[config.mk]
export PLATFORM = sky130hd
export DESIGN_NAME = preemptive_priority_scheduler
export DESIGN_NICKNAME = d
export VERILOG_FILES = /design/src/pps_pkg.sv /design/src/pps_slot_mem.sv /design/src/pps_best_track.sv /design/src/preemptive_priority_scheduler.sv
export SDC_FILE = /design/constraint.sdc
export NUM_CORES = 1
export LEC_CHECK = 0
export ABC_CLOCK_PERIOD_IN_PS = 8500
export BUFFER_PORTS_ARGS = -buffer_cell sky130_fd_sc_hd__buf_2
export CORE_MARGIN = 2
export CORE_UTILIZATION = 62
export DETAILED_ROUTE_END_ITERATION = 10
export PLACE_DENSITY = 0.86
export SETUP_SLACK_MARGIN = 0.3
export SLEW_MARGIN = 10
export SYNTH_ARGS = -nofsm -noshare
export SYNTH_HDL_FRONTEND = slang
export SYNTH_SLANG_ARGS = --single-unit
[constraint.sdc]
create_clock -name clock -period 8.5 [get_ports clock]
set_input_delay 0.425 -clock clock [delete_from_list [all_inputs] [get_ports clock]]
set_output_delay 0.425 -clock clock [all_outputs]
set_load 0.02 [all_outputs]
[src/pps_pkg.sv]
`timescale 1ns / 1ps
// Shared types and constants for the preemptive priority scheduler.
// No dependencies; every other file imports this package.
package pps_pkg;

   localparam int SLOTS_DEFAULT = 16;
   localparam int TIME_W        = 21;
   localparam logic [TIME_W-1:0] TIME_MAX = {TIME_W{1'b1}};

   // Request function codes
   localparam logic FUNC_ADD  = 1'b0;
   localparam logic FUNC_TICK = 1'b1;

   // Response status codes
   localparam logic [1:0] STATUS_ADDED = 2'd0;
   localparam logic [1:0] STATUS_FULL  = 2'd1;
   localparam logic [1:0] STATUS_RAN   = 2'd2;
   localparam logic [1:0] STATUS_IDLE  = 2'd3;

   typedef struct packed {
      logic        func;
      logic [7:0]  proc_id;
      logic [15:0] arrival;
      logic [15:0] burst;
      logic [7:0]  priority_req;
   } req_type;

   typedef struct packed {
      logic [1:0]        status;
      logic [7:0]        run_id;
      logic              finished;
      logic [TIME_W-1:0] completion;
      logic [TIME_W-1:0] turnaround;
      logic [TIME_W-1:0] wait_time;
   } rsp_type;

   // One slot of the process table as held in memory
   typedef struct packed {
      logic [7:0]  proc_id;
      logic [15:0] arrival;
      logic [15:0] burst;
      logic [7:0]  prio;
      logic [15:0] remaining;
   } slot_type;

   // Control from the sequencer to the best-candidate tracker
   typedef struct packed {
      logic clear;
      logic sample;
      logic slot_valid;
   } trk_ctl_type;

   typedef enum logic [2:0] {
      ST_IDLE,
      ST_ADD,
      ST_SCAN,
      ST_DRAIN,
      ST_FINISH
   } state_type;

endpackage

[src/pps_slot_mem.sv]
`timescale 1ns / 1ps
// Process table memory: one write port, one read port, registered read data.
// Depends on pps_pkg for the slot entry type.
module pps_slot_mem #(
   parameter int SLOTS = pps_pkg::SLOTS_DEFAULT
) (
   input  logic                       clock,
   input  logic                       wr_en,
   input  logic [$clog2(SLOTS)-1:0]   wr_addr,
   input  pps_pkg::slot_type          wr_data,
   input  logic                       rd_en,
   input  logic [$clog2(SLOTS)-1:0]   rd_addr,
   output pps_pkg::slot_type          rd_data
);
   import pps_pkg::*;

   slot_type mem [SLOTS];
   slot_type rd_data_ff;

   always_ff @(posedge clock) begin
      if (wr_en) begin
         mem[wr_addr] <= wr_data;
      end
   end

   always_ff @(posedge clock) begin
      if (rd_en) begin
         rd_data_ff <= mem[rd_addr];
      end
   end

   assign rd_data = rd_data_ff;

endmodule

[src/pps_best_track.sv]
`timescale 1ns / 1ps
// Keeps the best ready candidate seen so far during a table scan.
// Depends on pps_pkg for the slot and control types.
module pps_best_track #(
   parameter int SLOTS = pps_pkg::SLOTS_DEFAULT
) (
   input  logic                              clock,
   input  logic                              reset,
   input  pps_pkg::trk_ctl_type              ctl,
   input  logic [$clog2(SLOTS)-1:0]          slot_idx,
   input  pps_pkg::slot_type                 entry,
   input  logic [pps_pkg::TIME_W-1:0]        now,
   output logic                              found,
   output logic [$clog2(SLOTS)-1:0]          best_slot,
   output pps_pkg::slot_type                 best_entry
);
   import pps_pkg::*;

   localparam int IDX_W = $clog2(SLOTS);

   logic             found_ff, found_in;
   logic [IDX_W-1:0] slot_ff,  slot_in;
   slot_type         entry_ff, entry_in;
   logic             ready;
   logic             better;

   // Strict compares keep the lower slot on a full tie, since slots arrive in order
   always_comb begin
      ready  = ctl.sample && ctl.slot_valid && ({5'd0, entry.arrival} <= now);
      better = !found_ff || (entry.prio > entry_ff.prio) ||
               ((entry.prio == entry_ff.prio) && (entry.arrival < entry_ff.arrival));
      found_in = found_ff;
      slot_in  = slot_ff;
      entry_in = entry_ff;
      if (ctl.clear) begin
         found_in = 1'b0;
      end else if (ready && better) begin
         found_in = 1'b1;
         slot_in  = slot_idx;
         entry_in = entry;
      end
   end

   always_ff @(posedge clock) begin
      if (reset) begin
         found_ff <= 1'b0;
      end else begin
         found_ff <= found_in;
      end
   end

   always_ff @(posedge clock) begin
      slot_ff  <= slot_in;
      entry_ff <= entry_in;
   end

   assign found      = found_ff;
   assign best_slot  = slot_ff;
   assign best_entry = entry_ff;

endmodule

[src/preemptive_priority_scheduler.sv]
`timescale 1ns / 1ps
// Preemptive priority scheduler, top level. Depends on pps_pkg, pps_slot_mem, pps_best_track.
// Add beat: free slots are found by a walk over the valid bits, one slot a cycle.
// Tick beat: the table memory is read one slot a cycle through its single read port,
//   then the chosen slot is written back.
// One beat in flight; a new request is taken once the result sits in the output register.
// Reset (synchronous): all slots free, time zero, no result pending. Memory is not cleared.
module preemptive_priority_scheduler #(
   parameter int SLOTS = pps_pkg::SLOTS_DEFAULT
) (
   input  logic              clock,
   input  logic              reset,
   input  logic              req_valid,
   output logic              req_stall,
   input  pps_pkg::req_type  req_payload,
   output logic              rsp_valid,
   input  logic              rsp_stall,
   output pps_pkg::rsp_type  rsp_payload
);
   import pps_pkg::*;

   localparam int IDX_W = $clog2(SLOTS);
   localparam logic [IDX_W-1:0] LAST_IDX = IDX_W'(SLOTS - 1);

   // Sequencer state
   state_type        state_ff, state_in;
   logic [IDX_W-1:0] idx_ff, idx_in;
   req_type          req_ff;
   logic             samp_ff, samp_in;
   logic [IDX_W-1:0] samp_idx_ff;

   // Architectural state held in flops
   logic [SLOTS-1:0]  valid_ff;
   logic [TIME_W-1:0] now_ff, now_in;

   // Output register
   logic    rsp_valid_ff, rsp_valid_in;
   rsp_type rsp_ff, rsp_in;
   logic    rsp_load;

   // Memory ports
   logic             mem_we;
   logic [IDX_W-1:0] mem_waddr;
   slot_type         mem_wdata;
   logic             mem_re;
   slot_type         mem_rdata;

   // Tracker
   trk_ctl_type      trk_ctl;
   logic             best_found;
   logic [IDX_W-1:0] best_slot;
   slot_type         best_entry;

   // Valid bit updates
   logic             valid_set, valid_clr;
   logic [IDX_W-1:0] valid_idx;

   logic              req_accept;
   logic              out_free;
   logic              slot_free;
   logic              is_last;
   logic [TIME_W-1:0] comp;
   logic [TIME_W-1:0] tat;
   logic [TIME_W-1:0] bur;
   logic [TIME_W-1:0] wt;
   logic              done;

   assign req_stall  = (state_ff != ST_IDLE);
   assign req_accept = req_valid && !req_stall;
   assign out_free   = !rsp_valid_ff || !rsp_stall;
   assign slot_free  = !valid_ff[idx_ff];
   assign is_last    = (idx_ff == LAST_IDX);

   // Finish-time arithmetic; arrival never exceeds now, so turnaround cannot wrap
   always_comb begin
      comp = (now_ff == TIME_MAX) ? TIME_MAX : now_ff + TIME_W'(1);
      tat  = comp - {5'd0, best_entry.arrival};
      bur  = {5'd0, best_entry.burst};
      wt   = (tat >= bur) ? tat - bur : '0;
      done = (best_entry.remaining <= 16'd1);
   end

   pps_slot_mem #(.SLOTS(SLOTS)) u_mem (
      .clock   (clock),
      .wr_en   (mem_we),
      .wr_addr (mem_waddr),
      .wr_data (mem_wdata),
      .rd_en   (mem_re),
      .rd_addr (idx_ff),
      .rd_data (mem_rdata)
   );

   pps_best_track #(.SLOTS(SLOTS)) u_track (
      .clock      (clock),
      .reset      (reset),
      .ctl        (trk_ctl),
      .slot_idx   (samp_idx_ff),
      .entry      (mem_rdata),
      .now        (now_ff),
      .found      (best_found),
      .best_slot  (best_slot),
      .best_entry (best_entry)
   );

   // Next state
   always_comb begin
      state_in = state_ff;
      case (state_ff)
         ST_IDLE: begin
            if (req_accept) begin
               state_in = (req_payload.func == FUNC_TICK) ? ST_SCAN : ST_ADD;
            end
         end
         ST_ADD: begin
            // Leave once a free slot is taken or the walk hit the end full
            if (out_free && (slot_free || is_last)) begin
               state_in = ST_IDLE;
            end
         end
         ST_SCAN: begin
            if (is_last) begin
               state_in = ST_DRAIN;
            end
         end
         ST_DRAIN: begin
            state_in = ST_FINISH;
         end
         ST_FINISH: begin
            if (out_free) begin
               state_in = ST_IDLE;
            end
         end
         default: begin
            state_in = ST_IDLE;
         end
      endcase
   end

   // Outputs of the sequencer
   always_comb begin
      idx_in        = idx_ff;
      samp_in       = 1'b0;
      mem_we        = 1'b0;
      mem_waddr     = idx_ff;
      mem_wdata     = best_entry;
      mem_re        = 1'b0;
      trk_ctl.clear = 1'b0;
      trk_ctl.sample     = samp_ff;
      trk_ctl.slot_valid = valid_ff[samp_idx_ff];
      valid_set     = 1'b0;
      valid_clr     = 1'b0;
      valid_idx     = idx_ff;
      now_in        = now_ff;
      rsp_load      = 1'b0;
      rsp_in        = '0;
      case (state_ff)
         ST_IDLE: begin
            // Restart the walk and drop the previous candidate
            idx_in        = '0;
            trk_ctl.clear = req_accept;
         end
         ST_ADD: begin
            if (slot_free) begin
               if (out_free) begin
                  mem_we              = 1'b1;
                  mem_wdata.proc_id   = req_ff.proc_id;
                  mem_wdata.arrival   = req_ff.arrival;
                  mem_wdata.burst     = req_ff.burst;
                  mem_wdata.prio      = req_ff.priority_req;
                  mem_wdata.remaining = req_ff.burst;
                  valid_set     = 1'b1;
                  rsp_load      = 1'b1;
                  rsp_in.status = STATUS_ADDED;
               end
            end else if (is_last) begin
               if (out_free) begin
                  rsp_load      = 1'b1;
                  rsp_in.status = STATUS_FULL;
               end
            end else begin
               idx_in = idx_ff + IDX_W'(1);
            end
         end
         ST_SCAN: begin
            // Issue one read a cycle; data lands in the tracker next cycle
            mem_re  = 1'b1;
            samp_in = 1'b1;
            idx_in  = idx_ff + IDX_W'(1);
         end
         ST_DRAIN: begin
         end
         ST_FINISH: begin
            if (out_free) begin
               rsp_load = 1'b1;
               now_in   = comp;
               if (best_found) begin
                  mem_we    = 1'b1;
                  mem_waddr = best_slot;
                  valid_idx = best_slot;
                  rsp_in.status = STATUS_RAN;
                  rsp_in.run_id = best_entry.proc_id;
                  if (done) begin
                     mem_wdata.remaining = '0;
                     valid_clr         = 1'b1;
                     rsp_in.finished   = 1'b1;
                     rsp_in.completion = comp;
                     rsp_in.turnaround = tat;
                     rsp_in.wait_time  = wt;
                  end else begin
                     mem_wdata.remaining = best_entry.remaining - 16'd1;
                  end
               end else begin
                  rsp_in.status = STATUS_IDLE;
               end
            end
         end
         default: begin
         end
      endcase
   end

   assign rsp_valid_in = rsp_load || (rsp_valid_ff && rsp_stall);

   // Control registers
   always_ff @(posedge clock) begin
      if (reset) begin
         state_ff     <= ST_IDLE;
         idx_ff       <= '0;
         samp_ff      <= 1'b0;
         valid_ff     <= '0;
         now_ff       <= '0;
         rsp_valid_ff <= 1'b0;
      end else begin
         state_ff     <= state_in;
         idx_ff       <= idx_in;
         samp_ff      <= samp_in;
         now_ff       <= now_in;
         rsp_valid_ff <= rsp_valid_in;
         if (valid_set) begin
            valid_ff[valid_idx] <= 1'b1;
         end else if (valid_clr) begin
            valid_ff[valid_idx] <= 1'b0;
         end
      end
   end

   // Payload registers
   always_ff @(posedge clock) begin
      samp_idx_ff <= idx_ff;
      if (req_accept) begin
         req_ff <= req_payload;
      end
      if (rsp_load) begin
         rsp_ff <= rsp_in;
      end
   end

   assign rsp_valid   = rsp_valid_ff;
   assign rsp_payload = rsp_ff;

endmodule
Word level (Yosys, flattened, before mapping) --
Memories as Yosys holds them, arrays and structs flattened. A register that Yosys moved wholly into a read port is not among the register bits. Cells that the tools add are included.
Word-level totals: logic and storage cells 140, memory bits (writable) 1024, input bits 53, register bits after elaboration 241, output and inout port bits 76, memories kept 1
Memory list:
- u_mem.mem | words 16, bits a word 64, read ports 1, clocked after memory_dff 1, wr ports 1, line pps_slot_mem.sv:17 | slot_type mem [SLOTS];
Operators by class: bitwise logic cells 4, magnitude comparators 9, muxes and demuxes 54, reduce and logical (&&, ||, !) cells 30, eq/ne operators 13, add/sub/neg operators 5
Operator list (count):
- $mux 64 | 3
- $mux 16 | 5
- $mux 74 | 1
- $mux 72 | 1
- $mux 48 | 1
- $mux 21 | 2
- $sub 21x16->21 | 2
- $pmux 16 s2 | 1
- $mux 1 | 22
- $add 21x1->21 const B | 1
- $eq 21x21->1 const B | 1
- $ge 21x16->1 | 1
- $le 16x21->1 | 1
- $mux 4 | 5
- $and 16x16->16 | 1
- $le 16x1->1 const B | 1
- $lt 16x16->1 | 1
- $not 16->16 | 1
- $or 16x16->16 | 1
- $sub 16x1->16 const B | 1
- $lt 4x5->1 const B | 3
- $pmux 3 s5 | 1
- $mux 3 | 4
- $ne 2x2->1 const B | 6
- 26 further kinds | 48

Logic depth before layout (Yosys ltp) --
word-level depth 12, depth in mapped cells 27, depth with buffers taken out 24

By module --
Synthesis repeated with hierarchy kept, for this count alone.
Second synthesis, totals: cell total of the unflattened synthesis 2883, area, all modules 53045.9 µm²
Modules (own cells, without submodules):
- pps_slot_mem | area an instance 40222.3 µm², cells an instance 1647, times used 1
- preemptive_priority_scheduler | area an instance 9695.5 µm², cells an instance 1021, times used 1
- pps_best_track | area an instance 3128.0 µm², cells an instance 215, times used 1

Least setup slack after synthesis --
Ideal clock, no wire load.
path kind reg2reg, start point register idx_ff[0], end point register rsp_ff, in the netlist rsp_payload[0] (enable), arrival 7142 ps, setup slack 747 ps, cell stages (with the launch flop) 7, cell sequence dfxtp_1 clkbuf_1 mux4_2 mux4_2 nand2_1 nand2_1 o21ai_0
On the way: word-level cells in the longest chain between the ends 4, elaborated cells on any way between the ends 6, those cells by class 1 x eq/ne; 5 x mux
Ends and longest elaborated chain:
- start, declared | line preemptive_priority_scheduler.sv:27 | logic [IDX_W-1:0] idx_ff, idx_in;
- start signal, assigned | line preemptive_priority_scheduler.sv:235 | idx_ff <= idx_in;
- $bmux 1 s4 / $eq 4x4->1 (equally long branches) | line preemptive_priority_scheduler.sv:71, preemptive_priority_scheduler.sv:72
- $mux 1, on equally long branches | line preemptive_priority_scheduler.sv:71, preemptive_priority_scheduler.sv:175
- $mux 1 (*) | line preemptive_priority_scheduler.sv:163 | if (slot_free) begin
- $pmux 1 s2 (*) | line preemptive_priority_scheduler.sv:156 | case (state_ff)
- via rsp_load | line preemptive_priority_scheduler.sv:39 | logic rsp_load;
- end signal, assigned | line preemptive_priority_scheduler.sv:254 | rsp_ff <= rsp_in;
- end, declared | line preemptive_priority_scheduler.sv:38 | rsp_type rsp_ff, rsp_in;
The timed path passes the listed nets; every way through them passes the cells marked *. The select of a mux whose other input is x is not followed. A chain may end at the register's enable or synchronous reset.

Worst setup path after layout --
start point register now_ff[0], end point register rsp_ff, in the netlist rsp_payload[17] (data pin)
On the way: word-level cells in the longest chain between the ends 5, elaborated cells on any way between the ends 7, those cells by class 3 x add/sub; 1 x order compare; 1 x eq/ne; 1 x mux; 1 x reduce/logical
Ends and longest elaborated chain:
- start, declared | line preemptive_priority_scheduler.sv:34 | logic [TIME_W-1:0] now_ff, now_in;
- start signal, assigned | line preemptive_priority_scheduler.sv:237 | now_ff <= now_in;
- $add 21x1->21 / $eq 21x21->1 (equally long branches) | line preemptive_priority_scheduler.sv:76 | comp = (now_ff == TIME_MAX) ? TIME_MAX : now_ff + TIME_W'(1);
- $mux 21 (*) | line preemptive_priority_scheduler.sv:76
- $sub 21x16->21 (*) | line preemptive_priority_scheduler.sv:77 | tat = comp - {5'd0, best_entry.arrival};
- via tat[10] | line preemptive_priority_scheduler.sv:63 | logic [TIME_W-1:0] tat;
- $ge 21x16->1 | line preemptive_priority_scheduler.sv:79 | wt = (tat >= bur) ? tat - bur : '0;
- $reduce_and 5->1 (no source line)
The timed path passes the listed nets; every way through them passes the cells marked *.

==> results.md <==
- The region available for standard cell placement spans around 85000 um^2.
- The number of buffers added on ports is 128.
- STA classifies the critical path startpoint as a flop.
- For this run, the number of Yosys warnings is 0.
- The count of antenna-violating nets left after detailed routing is 0.
- The total of hold buffers inserted after clock tree synthesis is 49.
- The first global-routing pass estimated 208500 um of wire.
- The setup TNS after final layout is 0 ns.
- The number of different library cells used by synthesis comes to 67.
- The sort of element at the end of the critical path is a flop.
- The count of instances resized after the clock tree is built is 0.
- The initial standard-cell utilization of the core is 62.35%.
- The flow ran to the end, and the final reports show no timing, DRC or antenna violations.
- Setup violations remaining at the end of the flow were counted as 0.
- The top cell types in the final layout, fill and taps aside, are sky130_fd_sc_hd__edfxtp_1, sky130_fd_sc_hd__mux4_2, sky130_fd_sc_hd__nand2_1, sky130_fd_sc_hd__clkbuf_16, sky130_fd_sc_hd__buf_2.
- The layer flagged by global routing as most heavily used is met2.
- Post-CTS timing repair inserted 0 buffers for setup.
- The synthesized cell area is 53010 um^2.
- Setup repair after global routing left no endpoint under its margin.
- The total detailed-routing wirelength is 146300 um.
- In the finished design, the share of the clock period the worst path needs comes to 87.52%.
- In the final design database the tool counted ~3200 nets.
- The summed area of non-filler cells in the final layout is slightly above 60000 um^2.
- In this design, the stage delay of the slowest critical-path cell is between 1 and 1.5 ns.
- The initial antenna violation count came to 13.
- The worst-case hold slack is 0.03941 ns.
- The floorplan die height is about 300 um.
- In this run the core area contains approximately 110 standard-cell rows.
- For the finished layout, the period the worst path requires is 7.440 ns.
- The overall track demand over capacity in global routing is approximately 34%.
- The remaining max-slew budget at the tightest pin is 16.71%.
- The met3 usage is 9.736%.
- Between clock sinks in the finished design, the worst skew comes to roughly 0.036 ns.
- Dividing the detail-routed via count by the number of cells gives ~7.
- Counting the buffers created by CTS gives 134.
- The worst-margin pin slew is 1.236 ns.
- In the global route stage, met2 resource usage came out at 54.58%.
- Synthesis produced ~2700 cells.
- Among all flip-flop cells after synthesis, the most frequent one is sky130_fd_sc_hd__edfxtp_1.
- The clock net in this run drives a total of 1329 sinks.
- After detailed routing, the number of remaining DRC violations is 0.
- The first-pass iteration count of the detailed router is 8.
- The later pin in the worst-skew pair is clocked with a latency of 0.74 ns.
- Of all nets on the critical path, the largest fanout is 21.
- For this run, the top clock speed supported by timing is 134.4 MHz.
- The instance area after placement is about 55000 um^2.
- IR analysis of the VDD net gives a maximum drop of 0.3663 mV.
- The classification of the worst-slack hold path is primary input to flop.
- The signed area change from the synthesized netlist to the final layout is 13.78%.
- The clock edge transition at the registers on the reported setup and hold paths is around 0.06 ns.
- The met1 demand-to-capacity share in global routing is 43.87%.
- The signal on the critical path passes through ha_1 > nand3_2 > nor4_4 > and4_1 > buf_4 > nor2b_1 > ha_1 > fa_1 > nor2b_1 > o2111ai_1 > a211oi_1 > a211o_1 > a21oi_1 > xnor2_1 > ha_1 > and3_1 > and4_1 > a21oi_1 > o21ai_0 > o31ai_1 > and4b_1 > o21ai_1 > o41ai_4 > nor2_1.
- In this run, synthesis produced a sequential element count of 1329.
- The largest net degree at the start of global routing is about 120.
- Dividing the detail-routed wire length by the instance count gives 34.23 um.
- At the worst endpoint, the arrival time is ~8 ns.
- The CTS tree is yes.
- The total power of the final layout is 15840 uW.
- The detailed placer's ending HPWL is between 70000 and 80000 um.
- The fraction of registers with async set/reset is 0%.
- The count of boundary I/O pins is approximately 130.
- The total count of max-transition violations in the final report came to 0.
- The end-of-flow core utilization is a little under three quarters.
- On the critical path, the stage with the largest delay is an instance of sky130_fd_sc_hd__o41ai_4.
- The via count of the first global-routing pass is 30248.
- The power per unit of standard cell area is about 260 nW/um^2.
- The static power due to leakage is 0.01960 uW.
- The critical path class is flop to flop.
- The synthesized netlist net count is 2870.
- The remaining global-route overflow is 0.
- The via count is 29942.
- Clock tree synthesis selected as its root buffer the cell sky130_fd_sc_hd__clkbuf_16.
- Measured along the x axis, the die boundary spans just under 300 um.
- Yosys mapped a number of flops with a built-in enable equal to 1278.
- The maximum clock path buffer count is 3.
- In the final layout, the share of cells above drive strength 1 is 25.21%.
- The reported max-cap violation count is 0.
- The required time of the critical path is 8.92 ns.
- In this run, the number of DRC markers left after iteration 0 of detailed routing was 4792.
- The weighted congestion at the end of routability-driven global placement is 0.9333.
- The most common cell after layout, fill and taps aside is sky130_fd_sc_hd__edfxtp_1.
- The mean area per synthesized cell is 19.35 um^2.
- The share of synthesized area occupied by flip-flops and latches is about three quarters.
- The clock tree synthesis step divided the H-tree into 4 levels.
- The dominant cell type by count on the critical path is sky130_fd_sc_hd__ha_1.
- The hold violation count in the final report is 0.
- The full die area is approximately 88000 um^2.
cell families (layout without fill, tap and decap cells):
group / count (synthesis) / after routing / share of synthesized area (%)
AO/OA/AOI/OAI: 267 / 267 / 3.106
XOR/XNOR: 48 / 48 / 0.8073
adder cells (fa/ha/maj): 77 / 77 / 1.846
buffers and inverters: 210 / 596 / 1.527
flip-flops: 1329 / 1329 / 74.32
multiplexers: 332 / 332 / 14.06
other: 0 / 3 / 0
AND/OR/NAND/NOR: 477 / 477 / 4.329
Yosys cell counts, types with 14 or more instances:
cell type	number	area share [%]
sky130_fd_sc_hd__edfxtp_1	1278	72
sky130_fd_sc_hd__dfxtp_1	51	1.9
sky130_fd_sc_hd__a31oi_1	14	0.17
sky130_fd_sc_hd__or2_2	16	0.19
sky130_fd_sc_hd__nand2_1	145	1.0
sky130_fd_sc_hd__nand3_1	22	0.21
sky130_fd_sc_hd__xnor2_1	32	0.53
sky130_fd_sc_hd__nand4_1	16	0.19
sky130_fd_sc_hd__a21o_1	16	0.23
sky130_fd_sc_hd__or3_1	20	0.24
sky130_fd_sc_hd__nor3_1	37	0.35
sky130_fd_sc_hd__mux4_2	330	14
sky130_fd_sc_hd__clkbuf_1	76	0.54
sky130_fd_sc_hd__xor2_1	15	0.25
sky130_fd_sc_hd__inv_1	92	0.65
sky130_fd_sc_hd__a21oi_1	64	0.60
sky130_fd_sc_hd__a211oi_1	27	0.38
sky130_fd_sc_hd__ha_1	75	1.8
sky130_fd_sc_hd__and2_1	22	0.26
sky130_fd_sc_hd__buf_1	35	0.25
sky130_fd_sc_hd__o21a_1	14	0.20
sky130_fd_sc_hd__o21ai_0	92	0.87
sky130_fd_sc_hd__nor2_1	140	0.99
registers in the layout (all words and copies together), names as in the netlist, named ones only:
name	cells
u_mem.mem	1024
u_track.best_slot	4
u_mem.rd_data	64
u_track.best_entry	64
req_ff	48
rsp_valid	1
now_ff	21
u_track.found	1
rsp_payload	74
samp_idx_ff	4
idx_ff	4
state_ff	3
samp_ff	1
power by group:
part	internal (uW)	total [uW]	switching [uW]	leakage, uW
logic	789	2020	1230	0.00550
clock network	3340	5870	2530	0.00210
registers	7770	7950	181	0.0120
per-stage QoR:
| stage | setup slack, ns | cells |
|---|---|---|
| after floorplan | 0.7472 | 2740 |
| after detailed placement | 1.280 | 3965 |
| after global routing | 0.7250 | 4270 |
| after CTS | 1.207 | 4254 |
| final | 1.060 | 4273 |
| after global placement | 1.461 | 3965 |
path summary, 6_finish.rpt:
check	start	endpoint	slack, ns	depth (start not counted)
setup / recovery	now_ff[0]	rsp_payload[17]	1.06	24
hold / removal	req_payload[48]	state_ff[0]	0.04	3
setup reg to reg	now_ff[0]	rsp_payload[17]	1.06	24
hold reg to reg	u_mem.rd_data[31]	u_track.best_entry[31]	0.42	0
area by class of cell:
cell class	count	area, um^2
Clock inverter	68	660.6
Fill cell	4791	24700
Tap cell	1144	1431
Sequential cell	1329	39410
Timing Repair Buffer	262	1857
Multi-Input combinational cell	1201	12950
Inverter	94	355.3
Antenna cell	3	7.507
Clock buffer	172	3641
critical path, delay by kind of cell, from the launching register on:
kind	cells	cell delay (ns)
AND/OR/NAND/NOR	9	2.01
adder cells (fa/ha/maj)	4	1.27
XOR/XNOR	1	0.26
AO/OA/AOI/OAI	9	2.84
buffers and inverters	1	0.27
flip-flops	1	0.47
per-layer routing:
layer  vias to the layer above  part of all wire [%]
li1                      11660                     -
met1                     15259                    34
met2                      2506                    49
met3                       503                    13
met4                        14                   4.8
met5                         -                 0.057
Note: power is estimated with default switching activity, not from simulation.
